[config.mk]
export PLATFORM = sky130hd
export DESIGN_NAME = ncp_sqrt_cell
export DESIGN_NICKNAME = d
export VERILOG_FILES = /design/src/design/ncp_pkg.sv /design/src/design/ncp_sqrt_cell.sv
export SDC_FILE = /design/constraint.sdc
export NUM_CORES = 1
export LEC_CHECK = 0
export ABC_AREA = 1
export BUFFER_PORTS_ARGS = -buffer_cell sky130_fd_sc_hd__buf_2
export CAP_MARGIN = 20
export CORE_AREA = 2 2 181 183
export CTS_BUF_LIST = sky130_fd_sc_hd__clkbuf_2 sky130_fd_sc_hd__clkbuf_4 sky130_fd_sc_hd__clkbuf_8
export DETAILED_ROUTE_END_ITERATION = 10
export DIE_AREA = 0 0 183 185
export GPL_TIMING_DRIVEN = 0
export SETUP_SLACK_MARGIN = 0.05
export SLEW_MARGIN = 20
export SYNTH_ARGS = -nofsm -noshare
export SYNTH_HDL_FRONTEND = slang
export SYNTH_SLANG_ARGS = --single-unit
[constraint.sdc]
create_clock -name clk -period 0.85 [get_ports clk]
set_input_delay 0.17 -clock clk [delete_from_list [all_inputs] [get_ports clk]]
set_output_delay 0.17 -clock clk [all_outputs]
set_load 0.005 [all_outputs]
[src/design/ncp_pkg.sv]
// Package for the normalized cross product block: item types, fixed widths,
// the data carried down the cell chains and the output saturation helper.
// Depends on nothing.
`default_nettype none

package ncp_pkg;

    // Input item: two Q2.14 vectors
    typedef struct packed {
        logic signed [15:0] first_x;
        logic signed [15:0] first_y;
        logic signed [15:0] first_z;
        logic signed [15:0] second_x;
        logic signed [15:0] second_y;
        logic signed [15:0] second_z;
    } ncp_in_t;

    // Result item: unit vector and found flag
    typedef struct packed {
        logic signed [15:0] unit_x;
        logic signed [15:0] unit_y;
        logic signed [15:0] unit_z;
        logic               found;
    } ncp_out_t;

    localparam int SUM_W  = 64;   // squared length
    localparam int ROOT_W = 32;   // integer square root
    localparam int SQ_RW  = 36;   // square root remainder
    localparam int MAG_W  = 32;   // absolute cross component
    localparam int DIV_DW = 33;   // divisor, twice the length
    localparam int DIV_RW = 35;   // divider remainder

    // Control carried beside the divider lanes
    typedef struct packed {
        logic [2:0] neg;    // negate lane x, y, z
        logic       zero;   // zero-length product
    } ncp_dctl_t;

    // Data carried along the square root cells
    typedef struct packed {
        logic [2:0][MAG_W-1:0] mag;   // |cx|, |cy|, |cz|
        ncp_dctl_t             ctl;
    } ncp_carry_t;

    // Apply sign and clamp a quotient magnitude to 16-bit signed
    function automatic logic signed [15:0] sat_unit(input logic [31:0] mag,
                                                    input logic neg);
        logic signed [15:0] res;
        if (neg) begin
            if (mag > 32'd32768)
                res = 16'sh8000;
            else
                res = 16'(32'd0 - mag);
        end
        else begin
            if (mag > 32'd32767)
                res = 16'sh7fff;
            else
                res = 16'(mag);
        end
        return res;
    endfunction

endpackage

`default_nettype wire

[src/design/ncp_sqrt_cell.sv]
// One square root chain cell: retires two bits of the squared length
// per cycle while en is high; hands root, remainder and payload onward.
// Depends on ncp_pkg.
`default_nettype none

module ncp_sqrt_cell #(
    parameter int IDX = 0
) (
    input  wire logic                       clk,
    input  wire logic                       rst_n,
    input  wire logic                       en,
    input  wire logic                       in_valid,
    input  wire logic [ncp_pkg::SUM_W-1:0]  in_s,
    input  wire logic [ncp_pkg::SQ_RW-1:0]  in_rem,
    input  wire logic [ncp_pkg::ROOT_W-1:0] in_root,
    input  wire ncp_pkg::ncp_carry_t        in_carry,
    output logic                            out_valid,
    output logic [ncp_pkg::SUM_W-1:0]       out_s,
    output logic [ncp_pkg::SQ_RW-1:0]       out_rem,
    output logic [ncp_pkg::ROOT_W-1:0]      out_root,
    output ncp_pkg::ncp_carry_t             out_carry
);
    import ncp_pkg::*;

    logic                valid_reg;
    logic [SUM_W-1:0]    s_reg;
    logic [SQ_RW-1:0]    rem_reg, rem_next;
    logic [ROOT_W-1:0]   root_reg, root_next;
    ncp_carry_t          carry_reg;
    logic [SQ_RW-1:0]    rem_sh;
    logic [SQ_RW-1:0]    trial;

    // Bring down two bits and try subtracting 4*root+1
    always_comb
    begin
        rem_sh = {in_rem[SQ_RW-3:0], in_s[SUM_W-1-2*IDX -: 2]};
        trial  = {(SQ_RW-ROOT_W-2)'(0), in_root, 2'b01};
        if (rem_sh >= trial)
        begin
            rem_next  = rem_sh - trial;
            root_next = {in_root[ROOT_W-2:0], 1'b1};
        end
        else
        begin
            rem_next  = rem_sh;
            root_next = {in_root[ROOT_W-2:0], 1'b0};
        end
    end

    // Advance valid
    always_ff @(posedge clk or negedge rst_n)
    begin
        if (!rst_n)
            valid_reg <= 1'b0;
        else if (en)
            valid_reg <= in_valid;
    end

    // Advance payload
    always_ff @(posedge clk)
    begin
        if (en)
        begin
            s_reg     <= in_s;
            rem_reg   <= rem_next;
            root_reg  <= root_next;
            carry_reg <= in_carry;
        end
    end

    assign out_valid = valid_reg;
    assign out_s     = s_reg;
    assign out_rem   = rem_reg;
    assign out_root  = root_reg;
    assign out_carry = carry_reg;

endmodule

`default_nettype wire

==> results.ini <==
[pwr]
power_density_nw_per_um2 = 1718
power.leakage_nw = 8.183
power.ir.vdd_worst_mv = 1.336

[yosys]
yosys_register_bits = 233
synthesis.yosys.warnings = 0
post_synth_instance_area_um2 = 10220
synthCells = 921
post_synthesis_sequential_area_ratio = 0.6841
postSynthNetCount = 1191
number_of_enable_flip_flop_cells_after_synthesis = 232
post_synth.cell_area_avg_um2 = 11.10
synth_cell_type_count = 28
async_flop_share = 0.004292
synth_flop_cell = sky130_fd_sc_hd__edfxtp_1

[global_route]
met1_usage = 0.2901
vias_in_the_first_global_route = 10110
grt.busiest_layer = met2
grt_util_met3 = 0.06606
met2_usage_in_global_routing = 0.4174
maximum_number_of_pins_on_one_net_before_global_route_repair = 91
grt_remaining_overflow = 0
grt_pass1_wl_um = 60610
grt_antenna_before_repair = 6
groute.usage.overall = 0.2428

[final_layout]
seq_area_um2 = 6992
mostFrequentLayoutCells = sky130_fd_sc_hd__buf_2 (438), sky130_fd_sc_hd__nand2_1 (264), sky130_fd_sc_hd__dlygate4sd3_1 (233)
area_overhead_of_the_layout_relative_to_synthesis_pct = 75.17
final_common_cell = sky130_fd_sc_hd__buf_2
multi_input_comb_area_um2 = 3590
drive_above_1_share = 0.4430
final_net_count = 1989
filler_cell_count = 2768

[routing]
ant_nets = 0
vias_per_cell = 4.514
avgRoutedWirePerCell_um = 19.58
detailedRoute.firstPassIterationCount = 5
via_count = 9724
postRouteWirelength_um = 42170
drt_first_iter_violations = 611
post-route-drc-count = 0

[place]
port-buffer-count = 466
place_congestion = 0.8863
dp.final_hpwl_um = 30060
preCtsSetupSlack_ns = -1.525

[die]
design.portCount = 469
fp.dieArea_um2 = 33860
core.rowCount = 66
die_x_um = 183
initial_core_util = 0.3190
die_y_um = 185
core_footprint_um2 = 32040

[clock_tree]
clkSlewWorstSetupHoldPaths_ns = 0.07
cts_root_buffer = sky130_fd_sc_hd__clkbuf_8
tritoncts_num_sinks = 233
ctsLongestPathBuffers = 3
worst_skew_pair.late_latency_ns = 0.58
cts_made_buffers = 41
cts_tree = yes
cts_htree_levels = 2

[worst_setup_path]
end_kind = register
start_kind = primary input
worstSetupPathType = in -> reg
crit-reg2reg-launch = out_valid
worst_r2r_endpoint = out_valid
worst-r2r-cell-count = 2
critPathMaxFanout = 7
rrSetupSlack_ns = -0.02
cp.required_ns = 1.28
worst_ep_arrival_time_ns = 1.85

[timing]
worst_pin_slew_ns = 0.5015
fin_ws_ns = -0.5751
count_of_endpoints_failing_hold_in_the_final_timing_report = 6
max_freq_mhz = 701.7
period_needed_ns = 1.425
skew_ns = 0
totalNegativeSetupSlack_ns = -111.96
slew_violations = 0
relSlewSlack = 0.6656
finalSetupViolCount = 271
fin_crit_sh = 1.677
post_route_worst_hold_slack_ns = -0.002694
grt_setup_unrepaired = true

[worst_hold_path]
timing.hold.worst_path_depth = 1
min-delay-start = en
type_of_the_tightest_min_delay_check = in -> reg
hold_end = out_s[17]

[status]
violations = hold timing, setup timing
outcome = finished, violations left

[run]
drv.max_cap_violation_count = 0

worst max-delay path, stage by stage:
cell	delay (ns)
sky130_fd_sc_hd__buf_6	0.08
sky130_fd_sc_hd__inv_4	0.03
sky130_fd_sc_hd__ha_4	0.28
sky130_fd_sc_hd__nand2_4	0.06
sky130_fd_sc_hd__nor2_4	0.16
sky130_fd_sc_hd__nand2_2	0.09
sky130_fd_sc_hd__nor2_2	0.10
sky130_fd_sc_hd__nand2_1	0.07
sky130_fd_sc_hd__nand3_2	0.10
sky130_fd_sc_hd__nand3_2	0.08
sky130_fd_sc_hd__nand2_4	0.15
sky130_fd_sc_hd__inv_8	0.08
sky130_fd_sc_hd__buf_8	0.14
sky130_fd_sc_hd__buf_12	0.12
sky130_fd_sc_hd__a21oi_4	0.11
layout make-up:
class                   count  area share
repair buffers            756      0.3057
inverters                 129     0.02956
flip-flops and latches    233      0.3906
clock inverters            17    0.004403
clock buffers              52     0.03613
multi-input cells         553      0.2005
well taps                 408     0.02852
plain buffers               5    0.004473
diodes                      1   0.0001398
sequential cells by signal, summed over array words and instances (netlist names):
| name | flops |
|---|---|
| out_carry | 100 |
| out_rem | 36 |
| out_root | 32 |
| out_s | 64 |
| out_valid | 1 |
how the worst max path moves through the flow:
stage | start | to | slack, ns | depth (start not counted)
after floorplan | in_root[10] | out_rem[33] | -0.83 | 14
after global placement | en | out_valid | -3.74 | 2
after detailed placement | in_root[10] | out_rem[19] | -1.53 | 15
after CTS | out_carry[54] | out_carry[54] | -0.52 | 1
after global routing | in_root[15] | out_rem[27] | -0.65 | 15
final | in_root[14] | out_rem[34] | -0.58 | 15
per-stage QoR:
step	total power [mW]	cell area, um^2	instances	utilization
after floorplan	16.68	10780	921	-
after global placement	19.45	13620	1795	0.4252
after detailed placement	19.44	13690	1797	0.4272
after CTS	30.83	17730	2144	0.5533
after global routing	32.20	17900	2154	0.5587
final	30.76	17900	2154	0.5587
layer usage:
layer,vias up,share of wire,wire length [um]
met5,-,0.0011,47
met4,8,0.038,1621
met3,84,0.066,2790
met2,374,0.49,20680
met1,4615,0.40,17030
li1,4643,-,-
where the power goes:
| group | internal [mW] | leakage [nW] | switching [mW] |
|---|---|---|---|
| Clock | 4.96 | 0.383 | 4.74 |
| Combinational | 3.41 | 5.52 | 3.51 |
| Sequential | 13.9 | 2.28 | 0.270 |
repair_timing:
item / CTS / global route
gates resized for setup: 161 / 32
pin swaps: 44 / 21
setup endpoints to repair: 357 / 434
gates cloned: 3 / 1
hold buffers: 232 / 1
buffers inserted: 44 / 8
hold endpoints to repair: 232 / 9
logic make-up after synthesis:
group | Yosys count | share of synthesized area
compound gates | 41 | 0.02228
xor+xnor | 18 | 0.01543
fa+ha+maj | 34 | 0.04163
buf+inv | 135 | 0.05313
flops | 233 | 0.6841
mux | 1 | 0.001102
simple gates | 459 | 0.1823
Yosys cell counts (2+ instances only):
| cell type | instances | area, um^2 |
|---|---|---|
| sky130_fd_sc_hd__nor3_1 | 8 | 40.04 |
| sky130_fd_sc_hd__a21oi_2 | 2 | 17.52 |
| sky130_fd_sc_hd__nand3_1 | 34 | 170.2 |
| sky130_fd_sc_hd__ha_1 | 34 | 425.4 |
| sky130_fd_sc_hd__xor2_1 | 17 | 148.9 |
| sky130_fd_sc_hd__a21oi_1 | 26 | 130.1 |
| sky130_fd_sc_hd__nor2_2 | 3 | 18.77 |
| sky130_fd_sc_hd__nand2_1 | 323 | 1212 |
| sky130_fd_sc_hd__o21ai_0 | 6 | 30.03 |
| sky130_fd_sc_hd__o21bai_1 | 4 | 30.03 |
| sky130_fd_sc_hd__nand3_2 | 2 | 20.02 |
| sky130_fd_sc_hd__inv_1 | 128 | 480.5 |
| sky130_fd_sc_hd__nand4_1 | 3 | 18.77 |
| sky130_fd_sc_hd__nand3b_1 | 12 | 90.09 |
| sky130_fd_sc_hd__and2_1 | 2 | 12.51 |
| sky130_fd_sc_hd__edfxtp_1 | 232 | 6967 |
| sky130_fd_sc_hd__nor2_1 | 70 | 262.8 |
| sky130_fd_sc_hd__buf_4 | 3 | 22.52 |
| sky130_fd_sc_hd__buf_6 | 3 | 33.78 |
Note: power is estimated with default switching activity, not from simulation.
