==> src/design/ncp_pkg.sv <==
// Package for the normalized cross product block: item types, fixed widths,
// the data carried down the cell chains and the output saturation helper.
// Depends on nothing.
`default_nettype none

package ncp_pkg;

    // Input item: two Q2.14 vectors
    typedef struct packed {
        logic signed [15:0] first_x;
        logic signed [15:0] first_y;
        logic signed [15:0] first_z;
        logic signed [15:0] second_x;
        logic signed [15:0] second_y;
        logic signed [15:0] second_z;
    } ncp_in_t;

    // Result item: unit vector and found flag
    typedef struct packed {
        logic signed [15:0] unit_x;
        logic signed [15:0] unit_y;
        logic signed [15:0] unit_z;
        logic               found;
    } ncp_out_t;

    localparam int SUM_W  = 64;   // squared length
    localparam int ROOT_W = 32;   // integer square root
    localparam int SQ_RW  = 36;   // square root remainder
    localparam int MAG_W  = 32;   // absolute cross component
    localparam int DIV_DW = 33;   // divisor, twice the length
    localparam int DIV_RW = 35;   // divider remainder

    // Control carried beside the divider lanes
    typedef struct packed {
        logic [2:0] neg;    // negate lane x, y, z
        logic       zero;   // zero-length product
    } ncp_dctl_t;

    // Data carried along the square root cells
    typedef struct packed {
        logic [2:0][MAG_W-1:0] mag;   // |cx|, |cy|, |cz|
        ncp_dctl_t             ctl;
    } ncp_carry_t;

    // Apply sign and clamp a quotient magnitude to 16-bit signed
    function automatic logic signed [15:0] sat_unit(input logic [31:0] mag,
                                                    input logic neg);
        logic signed [15:0] res;
        if (neg) begin
            if (mag > 32'd32768)
                res = 16'sh8000;
            else
                res = 16'(32'd0 - mag);
        end
        else begin
            if (mag > 32'd32767)
                res = 16'sh7fff;
            else
                res = 16'(mag);
        end
        return res;
    endfunction

endpackage

`default_nettype wire

==> src/design/ncp_div_cell.sv <==
// One divider chain cell: one restoring quotient bit per cycle, while en
// is high, for each of the three components, sharing one divisor.
// Depends on ncp_pkg.
`default_nettype none

module ncp_div_cell #(
    parameter int FRAC_BITS = 14
) (
    input  wire logic                                  clk,
    input  wire logic                                  rst_n,
    input  wire logic                                  en,
    input  wire logic                                  in_valid,
    input  wire logic [ncp_pkg::DIV_DW-1:0]            in_d,
    input  wire logic [2:0][ncp_pkg::DIV_RW-1:0]       in_rem,
    input  wire logic [2:0][FRAC_BITS:0]               in_qn,
    input  wire ncp_pkg::ncp_dctl_t                    in_ctl,
    output logic                                       out_valid,
    output logic [ncp_pkg::DIV_DW-1:0]                 out_d,
    output logic [2:0][ncp_pkg::DIV_RW-1:0]            out_rem,
    output logic [2:0][FRAC_BITS:0]                    out_qn,
    output ncp_pkg::ncp_dctl_t                         out_ctl
);
    import ncp_pkg::*;

    localparam int QW = FRAC_BITS + 1;

    logic                     valid_reg;
    logic [DIV_DW-1:0]        d_reg;
    logic [2:0][DIV_RW-1:0]   rem_reg, rem_next;
    logic [2:0][QW-1:0]       qn_reg, qn_next;
    ncp_dctl_t                ctl_reg;
    logic [2:0][DIV_RW-1:0]   rem_sh;
    logic [2:0]               ge;

    // Shift in the next numerator bit, subtract when it fits
    always_comb
    begin
        for (int i = 0; i < 3; i++)
        begin
            rem_sh[i]   = {in_rem[i][DIV_RW-2:0], in_qn[i][QW-1]};
            ge[i]       = rem_sh[i] >= DIV_RW'(in_d);
            rem_next[i] = ge[i] ? rem_sh[i] - DIV_RW'(in_d) : rem_sh[i];
            qn_next[i]  = {in_qn[i][QW-2:0], ge[i]};
        end
    end

    // Advance valid
    always_ff @(posedge clk or negedge rst_n)
    begin
        if (!rst_n)
            valid_reg <= 1'b0;
        else if (en)
            valid_reg <= in_valid;
    end

    // Advance payload
    always_ff @(posedge clk)
    begin
        if (en)
        begin
            d_reg   <= in_d;
            rem_reg <= rem_next;
            qn_reg  <= qn_next;
            ctl_reg <= in_ctl;
        end
    end

    assign out_valid = valid_reg;
    assign out_d     = d_reg;
    assign out_rem   = rem_reg;
    assign out_qn    = qn_reg;
    assign out_ctl   = ctl_reg;

endmodule

`default_nettype wire

==> config.mk <==
export PLATFORM = sky130hd
export DESIGN_NAME = ncp_div_cell
export DESIGN_NICKNAME = d
export VERILOG_FILES = /design/src/design/ncp_pkg.sv /design/src/design/ncp_div_cell.sv
export SDC_FILE = /design/constraint.sdc
export NUM_CORES = 1
export LEC_CHECK = 0
export BUFFER_PORTS_ARGS = -buffer_cell sky130_fd_sc_hd__buf_2
export CORE_MARGIN = 10
export CORE_UTILIZATION = 45
export CTS_CLUSTER_SIZE = 40
export DETAILED_ROUTE_END_ITERATION = 6
export PLACE_DENSITY = 0.71
export SETUP_SLACK_MARGIN = 0.1
export SYNTH_ARGS = -nofsm -noshare
export SYNTH_HDL_FRONTEND = slang
export SYNTH_SLANG_ARGS = --single-unit
==> constraint.sdc <==
create_clock -name clk -period 1.68 [get_ports clk]
set_input_delay 0.336 -clock clk [delete_from_list [all_inputs] [get_ports clk]]
set_output_delay 0.336 -clock clk [all_outputs]
set_load 0.05 [all_outputs]
==> results.sh, run 1 <==
export IMPL_run_status="complete, but fails checks"
export IMPL_failed_checks="negative setup slack"
export IMPL_final_cells=2508
export IMPL_rsz0062_at_grt="yes"
export IMPL_clk_pin_slew_worst_paths_ns=0.08
export IMPL_finalNetCount=2406
export IMPL_drt_met1_wl_um=21500
export IMPL_cp_start_kind="input pin"
export IMPL_crit_chain="buf_8 > clkinvlp_4 > buf_6 > ha_4 > a21o_1 > or3_4 > o21bai_4 > a21oi_4 > o2111ai_2 > nor3b_4 > clkinv_4 > buf_8 > o211a_1 > nor3_2"
export IMPL_overflow=0
export IMPL_met2_length_um=27500
export IMPL_yosysSeqAreaShare=0.449
export IMPL_yosysTopAreaCell="edfxtp_1"
export IMPL_coreArea_mm2=0.0277
export IMPL_gp_congestion=0.957
export IMPL_fmax_mhz=370
export IMPL_drtPass1Iterations=7
export IMPL_synthesis_instances=1279
export IMPL_fp_dieH_um=187
export IMPL_hold_viol_final=0
export IMPL_grt_max_degree=37
export IMPL_h_tree_depth=4
export IMPL_crit_buf_inv=5
export IMPL_die_area_mm2=0.0350
export IMPL_skew_ns=0
export IMPL_antenna_found_initial=6
export IMPL_antenna_left=0
export IMPL_cts_sinks=188
export IMPL_top_layer_used="met5"
export IMPL_worstPathRequired_ns=1.94
export IMPL_min_period_over_period=1.61
export IMPL_synth_nets=1572
export IMPL_fin_crit_ns=2.70
export IMPL_wl_um=54700
export IMPL_hold_path_class="input pin to register"
export IMPL_syn2layout_area_growth_pct=73.7
export IMPL_total_power_mw=19.1
export IMPL_finalSetupTns_ns=-90.18
export IMPL_path_max_fanout=5
export IMPL_syn_avg_cell_area_um2=9.83
export IMPL_p_leak_nw=9.75
export IMPL_clockBufferDepth=2
export IMPL_final_max_slew_violation_count=0
export IMPL_synthFlopType="edfxtp_1"
export IMPL_maxCapViolCount=0
export IMPL_vdd_drop_max_mv=0.519
export IMPL_place_inst=2385
export IMPL_synth_cell_types=67
export IMPL_detail_route_drc_violations=0
export IMPL_met3_length_um=3890
export IMPL_setup_slack_ns=-1.02
export IMPL_critPathSlowestCell="or3_4"
export IMPL_cts_root_buffer="clkbuf_16"
export IMPL_synth_warnings=0
export IMPL_pwr_density_cell_mw_per_mm2=877
export IMPL_vias_per_cell=5.60
export IMPL_ys_async_sr_fraction=0.00532
export IMPL_slew_headroom=0.680
export IMPL_dpl_hpwl_um=39400
export IMPL_holdWs_ns=0.0567
export IMPL_die_w_um=187
export IMPL_start_util=0.454
export IMPL_drive_gt1_frac=0.581
export IMPL_synth_area_leaders="edfxtp_1 45%, ha_1 9.9%, a21oi_1 5.6%, nor2_1 3.7%, xnor2_1 3.2%"
export IMPL_slowest_delay_ns=0.35
export IMPL_first_global_vias=13900
export IMPL_cpMostUsedCell="buf_8"
export IMPL_io_buffer_count=375
export IMPL_cp_top_family="simple AND/OR/NAND/NOR gates"
export IMPL_synth_seq_cells=188
export IMPL_vias=14000
export IMPL_worstSkewPairLatency_ns=0.45
export IMPL_track_usage=0.285
export IMPL_setup_viol=108
export IMPL_drtIter0Drc=1290
export IMPL_cts_made_buffers=17
export IMPL_synth_top_area_frac=0.447
export IMPL_crit_type="input pin to register"
export IMPL_io_pins=379
export IMPL_synth_edf_count=187
export IMPL_worst_pin_slew_ns=0.476
export IMPL_cts_tree="yes"
export IMPL_grt_pass1_wl_um=78800
export IMPL_wl_per_cell_um=21.8
export IMPL_arrival_ns=2.97
export IMPL_num_rows=61
export IMPL_cp_end_kind="register"
export IMPL_synth_cell_area_mm2=0.0126
==> logic make-up (layout without fill, tap and decap cells) <==
family	count (synthesis)	in the layout	share of synthesized area
flip-flops	188	188	0.449
AO/OA/AOI/OAI	399	399	0.201
AND/OR/NAND/NOR	375	375	0.139
XOR/XNOR	82	82	0.0571
adder cells (fa/ha/maj)	102	102	0.103
multiplexers	19	19	0.0163
other	0	4	0
buffers and inverters	114	961	0.0346
==> Yosys cell counts (all sizes together) (4+ instances only) <==
cell type and number:
o311ai 4, nor2b 10, a41oi 6, clkbuf 42, nor2 124, o21ai 79, buf 6, o31ai 11
nand3b 5, a31oi 20, o2111ai 6, o211ai 14, mux2 12, a211o 5, nor3 25, and3 18
a21boi 5, nand3 29, inv 66, nor4 4, mux2i 7, and2 9, or3 4, nand2 101
a211oi 13, a21oi 140, ha 99, nand2b 17, o21bai 8, xor2 36, nand4 17, o21a 16
nor3b 5, xnor2 46, edfxtp 187, a21o 46
==> layout make-up <==
type | instances | area [um^2]
multi-input combinational | 977 | 8480
timing repair buffer | 862 | 6300
fill | 1779 | 5870
sequential | 188 | 5640
tap | 378 | 473
clock buffer | 17 | 425
inverter | 66 | 299
clock inverter | 15 | 188
timing repair inverter | 1 | 16.3
antenna | 4 | 10.0
==> final timing paths <==
kind                            slack [ns]  cells after the start                endpoint                  start
worst min register to register        0.51                      1   out_valid$_DFFE_PN0P_  out_valid$_DFFE_PN0P_
worst max-delay path                 -1.02                     14  out_rem[101]$_DFFE_PP_                in_d[4]
min in group asynchronous             0.22                      2   out_valid$_DFFE_PN0P_                  rst_n
max in group asynchronous             1.37                      2   out_valid$_DFFE_PN0P_                  rst_n
worst max register to register        0.94                      1   out_valid$_DFFE_PN0P_  out_valid$_DFFE_PN0P_
worst min-delay path                  0.06                      1    out_qn[19]$_DFFE_PP_              in_qn[18]
==> report_power, final <==
| group | switching (mW) | internal, mW | total [mW] |
|---|---|---|---|
| Clock | 2.19 | 2.04 | 4.23 |
| Sequential | 0.182 | 5.92 | 6.10 |
| Combinational | 5.36 | 3.45 | 8.81 |
| Total | 7.73 | 11.4 | 19.1 |
==> through the flow <==
| step | worst slack, ns | cell area, um^2 | utilization |
|---|---|---|---|
| global route | -1.09 | 21800 | 0.788 |
| CTS | -0.972 | 20800 | 0.752 |
| detailed placement | -1.59 | 18100 | 0.654 |
| global placement | -1.55 | 18100 | 0.654 |
| finish | -1.02 | 21800 | 0.788 |
| floorplan | -1.31 | 13000 | - |
==> cells in the final DEF (no fill, tap or decap), types with 31 or more instances in the layout <==
master,count
nor2_1,67
buf_4,408
edfxtp_1,187
inv_1,40
nand2_1,80
a21oi_1,80
buf_12,31
nor2_4,38
a21o_1,46
a21oi_2,54
buf_6,35
ha_1,66
buf_2,369
xor2_1,34
xnor2_1,39
o21ai_0,33
==> sequential cells by signal, indices dropped and copies added, names as in the netlist <==
signal and flops:
out_d 33, out_rem 105, out_valid 1, out_ctl 4, out_qn 45
==> routing by layer <==
metal | global-route usage | vias up
met5 | 0 | -
met4 | 0.0927 | 4
met3 | 0.0585 | 117
met2 | 0.497 | 668
met1 | 0.343 | 6789
li1 | - | 6458
==> what timing repair did <==
action | CTS | global route
hold buffers | 1 | 0
pin swaps | 130 | 68
setup buffers | 54 | 34
setup endpoints to repair | 108 | 108
endpoints found under the hold margin | 1 | 0
gates resized for setup | 319 | 192
gates cloned | 12 | 2
Power figures use the tool's default switching activity.
==> run 2: changes to the inputs <==
- CORE_MARGIN: 10 -> 1
==> run 2 against run 1 <==
  * Total power is 0.65% higher
  * Via count is 1.6% higher
  * Non-clock buffer count is 39 higher
  * Die area is 18% lower
  * Critical path depth stayed put
  * Sequential cell count stayed put
  * First-iteration DRC count is 9.3% lower
  * Global-route usage is 6.5 points higher
  * Fmax is 0.78% lower
  * The flow still finishes with violations (negative setup slack)
  * Core utilization is 2.8 points higher
  * Critical path type unchanged
==> results.sh, run 2 (synthesis gave the netlist of run 1 again) <==
export IMPL_detail_route_drc_violations=0
export IMPL_cp_start_kind="input pin"
export IMPL_pwr_share_comb=0.462
export IMPL_syn2layout_area_growth_pct=76.4
export IMPL_vias=14300
export IMPL_arrival_ns=2.92
export IMPL_clockBufferDepth=2
export IMPL_worstPathRequired_ns=1.87
export IMPL_p_int_mw=11.6
export IMPL_critPathSlowestCell="a221o_1"
export IMPL_coreArea_mm2=0.0272
export IMPL_cts_sinks=188
export IMPL_overflow=0
export IMPL_finalSetupTns_ns=-86.43
export IMPL_slowest_delay_ns=0.35
export IMPL_antenna_left=0
export IMPL_final_max_slew_violation_count=0
export IMPL_setup_slack_ns=-1.05
export IMPL_vdd_drop_max_mv=0.612
export IMPL_h_tree_depth=4
export IMPL_cp_end_kind="register"
export IMPL_cp_top_family="compound AO/OA/AOI/OAI gates"
export IMPL_io_buffer_count=375
export IMPL_min_period_over_period=1.62
export IMPL_grt_pass1_wl_um=75800
export IMPL_utilization=0.816
export IMPL_nFillCells=1639
export IMPL_worst_pin_slew_ns=0.496
export IMPL_swShare=0.396
export IMPL_dpl_hpwl_um=37100
export IMPL_pwr_share_seq=0.317
export IMPL_wl_um=53700
export IMPL_antenna_found_initial=4
export IMPL_most_common_layout_cells="438 x buf_4, 364 x buf_2, 187 x edfxtp_1"
export IMPL_fp_dieH_um=169
export IMPL_largest_reg_flops=105
export IMPL_pwr_density_cell_mw_per_mm2=869
export IMPL_cts_tree="yes"
export IMPL_vias_per_cell=5.62
export IMPL_p_leak_nw=9.89
export IMPL_crit_buf_inv=4
export IMPL_p_switching_mw=7.63
export IMPL_path_max_fanout=6
export IMPL_hold_viol_final=0
export IMPL_skew_ns=0
export IMPL_drtPass1Iterations=6
export IMPL_start_util=0.463
export IMPL_fmax_mhz=367
export IMPL_cts_root_buffer="clkbuf_16"
export IMPL_gp_congestion=0.937
export IMPL_num_rows=60
export IMPL_rsz0062_at_grt="yes"
export IMPL_crit_chain="buf_12 > inv_12 > ha_4 > inv_2 > fa_2 > a21o_1 > a221o_1 > a221oi_4 > o21ai_4 > buf_4 > a31o_4 > mux2i_1 > nor2_1 > mux2_2"
export IMPL_io_pins=379
export IMPL_design_area_mm2=0.0222
export IMPL_cp_num_cells=14
export IMPL_slew_headroom=0.660
export IMPL_run_status="complete, but fails checks"
export IMPL_setup_viol=108
export IMPL_placed_area_mm2=0.0183
export IMPL_clk_pin_slew_worst_paths_ns=0.08
export IMPL_grt_max_degree=52
export IMPL_track_usage=0.350
export IMPL_reg2reg_depth=1
export IMPL_drtIter0Drc=1170
export IMPL_maxCapViolCount=0
export IMPL_wl_per_cell_um=21.1
export IMPL_fin_crit_ns=2.73
export IMPL_hold_path_class="input pin to register"
export IMPL_crit_type="input pin to register"
export IMPL_failed_checks="negative setup slack"
export IMPL_worstSkewPairLatency_ns=0.44
export IMPL_finalNetCount=2444
export IMPL_hold_path_depth=1
export IMPL_first_global_vias=14100
export IMPL_final_common_cell="buf_4"
export IMPL_power_share_clock=0.221
export IMPL_drive_gt1_frac=0.591
export IMPL_cts_made_buffers=17
export IMPL_die_w_um=169
export IMPL_die_area_mm2=0.0286
## run 2: repair_timing
item	in CTS	in global routing
endpoints found under the setup margin	108	108
setup buffers	67	35
gates cloned	16	0
pin swaps	112	91
resized for setup	342	176
hold endpoints to repair	1	0
hold buffers	1	0
## run 2: layout make-up
type	instances	area (um^2)	area share
Tap cell	372	465	0.0210
Timing Repair Buffer	901	6680	0.301
Inverter	66	310	0.0140
Antenna cell	3	7.51	0.000339
Sequential cell	188	5640	0.254
Clock buffer	19	443	0.0200
Clock inverter	13	146	0.00660
Multi-Input combinational cell	977	8490	0.383
## run 2: through the flow
step	worst slack [ns]	total power, mW	hold WS, ns	cells
6_report	-1.05	19.3	0.0582	2539
2_1_floorplan	-1.31	10.7	0.0404	1279
3_5_place_dp	-1.59	13.4	0.112	2399
3_3_place_gp	-1.57	13.3	0.110	2399
5_1_grt	-1.13	19.9	0.0446	2538
4_1_cts	-0.985	18.6	0.0545	2513
## run 2: power groups by stage
stage | Clock, mW | Combinational [mW] | Sequential, mW
after detailed placement | 0 | 7.24 | 6.20
after floorplan | 0 | 2.42 | 8.26
after CTS | 4.28 | 8.22 | 6.10
after global routing | 4.46 | 9.30 | 6.15
after global placement | 0 | 7.15 | 6.20
final | 4.25 | 8.90 | 6.11
## run 2: final timing paths
kind	startpoint	endpoint	slack, ns
worst max-delay path	in_qn[29]	out_rem[65]$_DFFE_PP_	-1.05
worst min-delay path	in_qn[11]	out_qn[12]$_DFFE_PP_	0.06
worst max register to register	out_valid$_DFFE_PN0P_	out_valid$_DFFE_PN0P_	0.94
worst min register to register	out_valid$_DFFE_PN0P_	out_valid$_DFFE_PN0P_	0.52
max in group asynchronous	rst_n	out_valid$_DFFE_PN0P_	1.41
min in group asynchronous	rst_n	out_valid$_DFFE_PN0P_	0.19
## run 2: metal layers
| metal | GRT usage | routed length, um | vias to the layer above | part of all wire |
|---|---|---|---|---|
| met2 | 0.611 | 26600 | 731 | 0.50 |
| met5 | 0 | 16 | - | 0.00030 |
| met3 | 0.0555 | 3710 | 195 | 0.069 |
| li1 | - | - | 6517 | - |
| met1 | 0.396 | 19800 | 6817 | 0.37 |
| met4 | 0.228 | 3570 | 2 | 0.066 |
==> run 3: changes to the inputs <==
- CORE_UTILIZATION: 45 -> 31
- PLACE_DENSITY: 0.71 -> unset
==> run 3 against run 2 <==
  * The flow still finishes with violations (negative setup slack)
  * Cell count increased by 5.7%
  * Clock skew is the same
  * Via count shrank 4.2%
  * Sequential share of layout area down 0.42 points
  * Clock-buffer cell count shrank 1
  * Critical path depth is 3 lower
  * Sequential power is essentially flat
  * Hold slack got worse by 0.012 ns
  * Die area is 45% higher
  * Sequential cell count unchanged
  * Critical path type unchanged
  * Critical endpoint is now out_rem[57]$_DFFE_PP_
  * Highest routed layer unchanged
==> results.sh, run 3 (synthesis gave the netlist of run 1 again) <==
export IMPL_run_status="complete, but fails checks"
export IMPL_failed_checks="negative setup slack"
export IMPL_num_rows=73
export IMPL_vias_per_cell=5.09
export IMPL_h_tree_depth=4
export IMPL_slew_headroom=0.683
export IMPL_reg2reg_setup_slack_ns=0.94
export IMPL_coreArea_mm2=0.0398
export IMPL_skew_ns=0
export IMPL_drive_gt1_frac=0.588
export IMPL_rsz0062_at_grt="yes"
export IMPL_cts_root_buffer="clkbuf_16"
export IMPL_top_usage_layer="met2"
export IMPL_grt_max_degree=38
export IMPL_worst_pin_slew_ns=0.464
export IMPL_antenna_left=0
export IMPL_grt_pass1_wl_um=78300
export IMPL_die_area_mm2=0.0414
export IMPL_hold_viol_final=0
export IMPL_holdWs_ns=0.0461
export IMPL_fin_crit_ns=2.64
export IMPL_r2r_start="out_valid$_DFFE_PN0P_"
export IMPL_slowest_delay_ns=0.44
export IMPL_first_global_vias=13700
export IMPL_worstReg2RegEnd="out_valid$_DFFE_PN0P_"
export IMPL_maxCapViolCount=0
export IMPL_reg2reg_depth=1
export IMPL_worstPathRequired_ns=1.89
export IMPL_use_met2=0.435
export IMPL_final_max_slew_violation_count=0
export IMPL_dp_slack_ns=-1.58
export IMPL_crit_path_end="out_rem[57]$_DFFE_PP_"
export IMPL_dpl_hpwl_um=39800
export IMPL_cp_end_kind="register"
export IMPL_cts_made_buffers=17
export IMPL_syn2layout_area_growth_pct=79.4
export IMPL_largest_reg_flops=105
export IMPL_grt_use_met1=0.312
export IMPL_die_w_um=203
export IMPL_start_util=0.316
export IMPL_arrival_ns=2.85
export IMPL_worstSkewPairLatency_ns=0.46
export IMPL_fp_dieH_um=203
export IMPL_drtIter0Drc=810
export IMPL_clockBufferDepth=2
export IMPL_utilization=0.566
export IMPL_pwr_density_cell_mw_per_mm2=837
export IMPL_cp_start_kind="input pin"
export IMPL_pwr_share_seq=0.325
export IMPL_drtPass1Iterations=5
export IMPL_cts_sinks=188
export IMPL_antenna_found_initial=3
export IMPL_track_usage=0.252
export IMPL_pwr_share_comb=0.466
export IMPL_final_cells=2683
export IMPL_finalNetCount=2440
export IMPL_gp_congestion=0.893
export IMPL_crit_chain="buf_8 > clkinvlp_4 > fa_2 > a21o_1 > a221o_1 > a221oi_4 > o21ai_2 > a2111oi_4 > nor3_2 > nor3b_2 > o32a_1"
export IMPL_p_switching_mw=7.38
export IMPL_path_max_fanout=4
export IMPL_min_period_over_period=1.57
export IMPL_critPathSlowestCell="fa_2"
export IMPL_wl_um=53300
export IMPL_p_leak_nw=9.81
export IMPL_startpoint="in_d[1]"
export IMPL_most_common_layout_cells="419 x buf_4, 358 x buf_2, 187 x edfxtp_1"
export IMPL_detail_route_drc_violations=0
export IMPL_crit_type="input pin to register"
export IMPL_setup_slack_ns=-0.960
export IMPL_total_power_mw=18.9
export IMPL_power_share_clock=0.208
export IMPL_use_met3=0.0374
export IMPL_io_buffer_count=375
export IMPL_hold_path_class="input pin to register"
export IMPL_fmax_mhz=379
export IMPL_overflow=0
export IMPL_place_inst=2536
export IMPL_clk_pin_slew_worst_paths_ns=0.07
export IMPL_cts_tree="yes"
export IMPL_p_int_mw=11.5
export IMPL_vdd_drop_max_mv=0.763
export IMPL_final_common_cell="buf_4"
export IMPL_setup_viol=108
export IMPL_io_pins=379
export IMPL_wl_per_cell_um=19.9
export IMPL_vias=13700
export IMPL_swShare=0.391
run 3: cell types whose count changed in the layout (fill, tap and decap cells not counted), sizes merged:
| cell | change |
|---|---|
| diode | -1 |
| buf | -6 |
| clkbuf | +1 |
| clkinv | +1 |
| inv | -17 |
| clkinvlp | +14 |
| bufinv | -1 |
run 3: per-stage QoR:
stage | instance area (um^2) | setup TNS, ns
global route | 22600 | -94.75
floorplan | 13000 | -96.47
global placement | 18400 | -149.06
CTS | 22000 | -78.44
finish | 22600 | -85.49
detailed placement | 18400 | -151.38
run 3: worst min path at each step:
stage              start                    end  cells past startpoint
2_1_floorplan      rst_n  out_valid$_DFFE_PN0P_                      0
3_3_place_gp       rst_n  out_valid$_DFFE_PN0P_                      1
3_5_place_dp       rst_n  out_valid$_DFFE_PN0P_                      1
4_1_cts        in_qn[38]   out_qn[39]$_DFFE_PP_                      1
5_1_grt         in_qn[3]    out_qn[4]$_DFFE_PP_                      1
6_report         in_d[1]     out_d[1]$_DFFE_PP_                      1
run 3: area by class of cell:
cell class,count,area (um^2)
Clock buffer,18,429
Multi-Input combinational cell,977,8620
Sequential cell,188,5640
Fill cell,3449,17300
Antenna cell,2,5.00
Inverter,66,337
Timing Repair Buffer,897,6770
Clock inverter,10,97.6
Tap cell,525,657
run 3: timing repair:
| item | 4_1_cts | 5_1_grt |
|---|---|---|
| gates cloned | 12 | 2 |
| setup buffers | 92 | 18 |
| hold buffers | 1 | 0 |
| gates resized for setup | 416 | 95 |
| setup endpoints to repair | 108 | 108 |
| pin swaps | 111 | 43 |
| endpoints found under the hold margin | 1 | 0 |
run 3: per-layer routing:
layer | wire length (um) | part of all wire
met5 | 13 | 0.00024
met4 | 1830 | 0.034
met3 | 2790 | 0.052
met2 | 26400 | 0.49
met1 | 22300 | 0.42
run 3: power groups by stage:
stage               logic, mW  clock network (mW)  registers [mW]
floorplan                2.42                   0            8.26
global placement         7.20                   0            6.24
detailed placement       7.26                   0            6.24
CTS                      8.50                4.00            6.15
global route             9.31                4.14            6.18
finish                   8.80                3.93            6.14
run 3: critical path, delay by kind of cell:
| kind | cells | cell delay (ns) |
|---|---|---|
| buffers and inverters | 2 | 0.25 |
| adder cells (fa/ha/maj) | 1 | 0.44 |
| AO/OA/AOI/OAI | 6 | 1.59 |
| AND/OR/NAND/NOR | 2 | 0.25 |
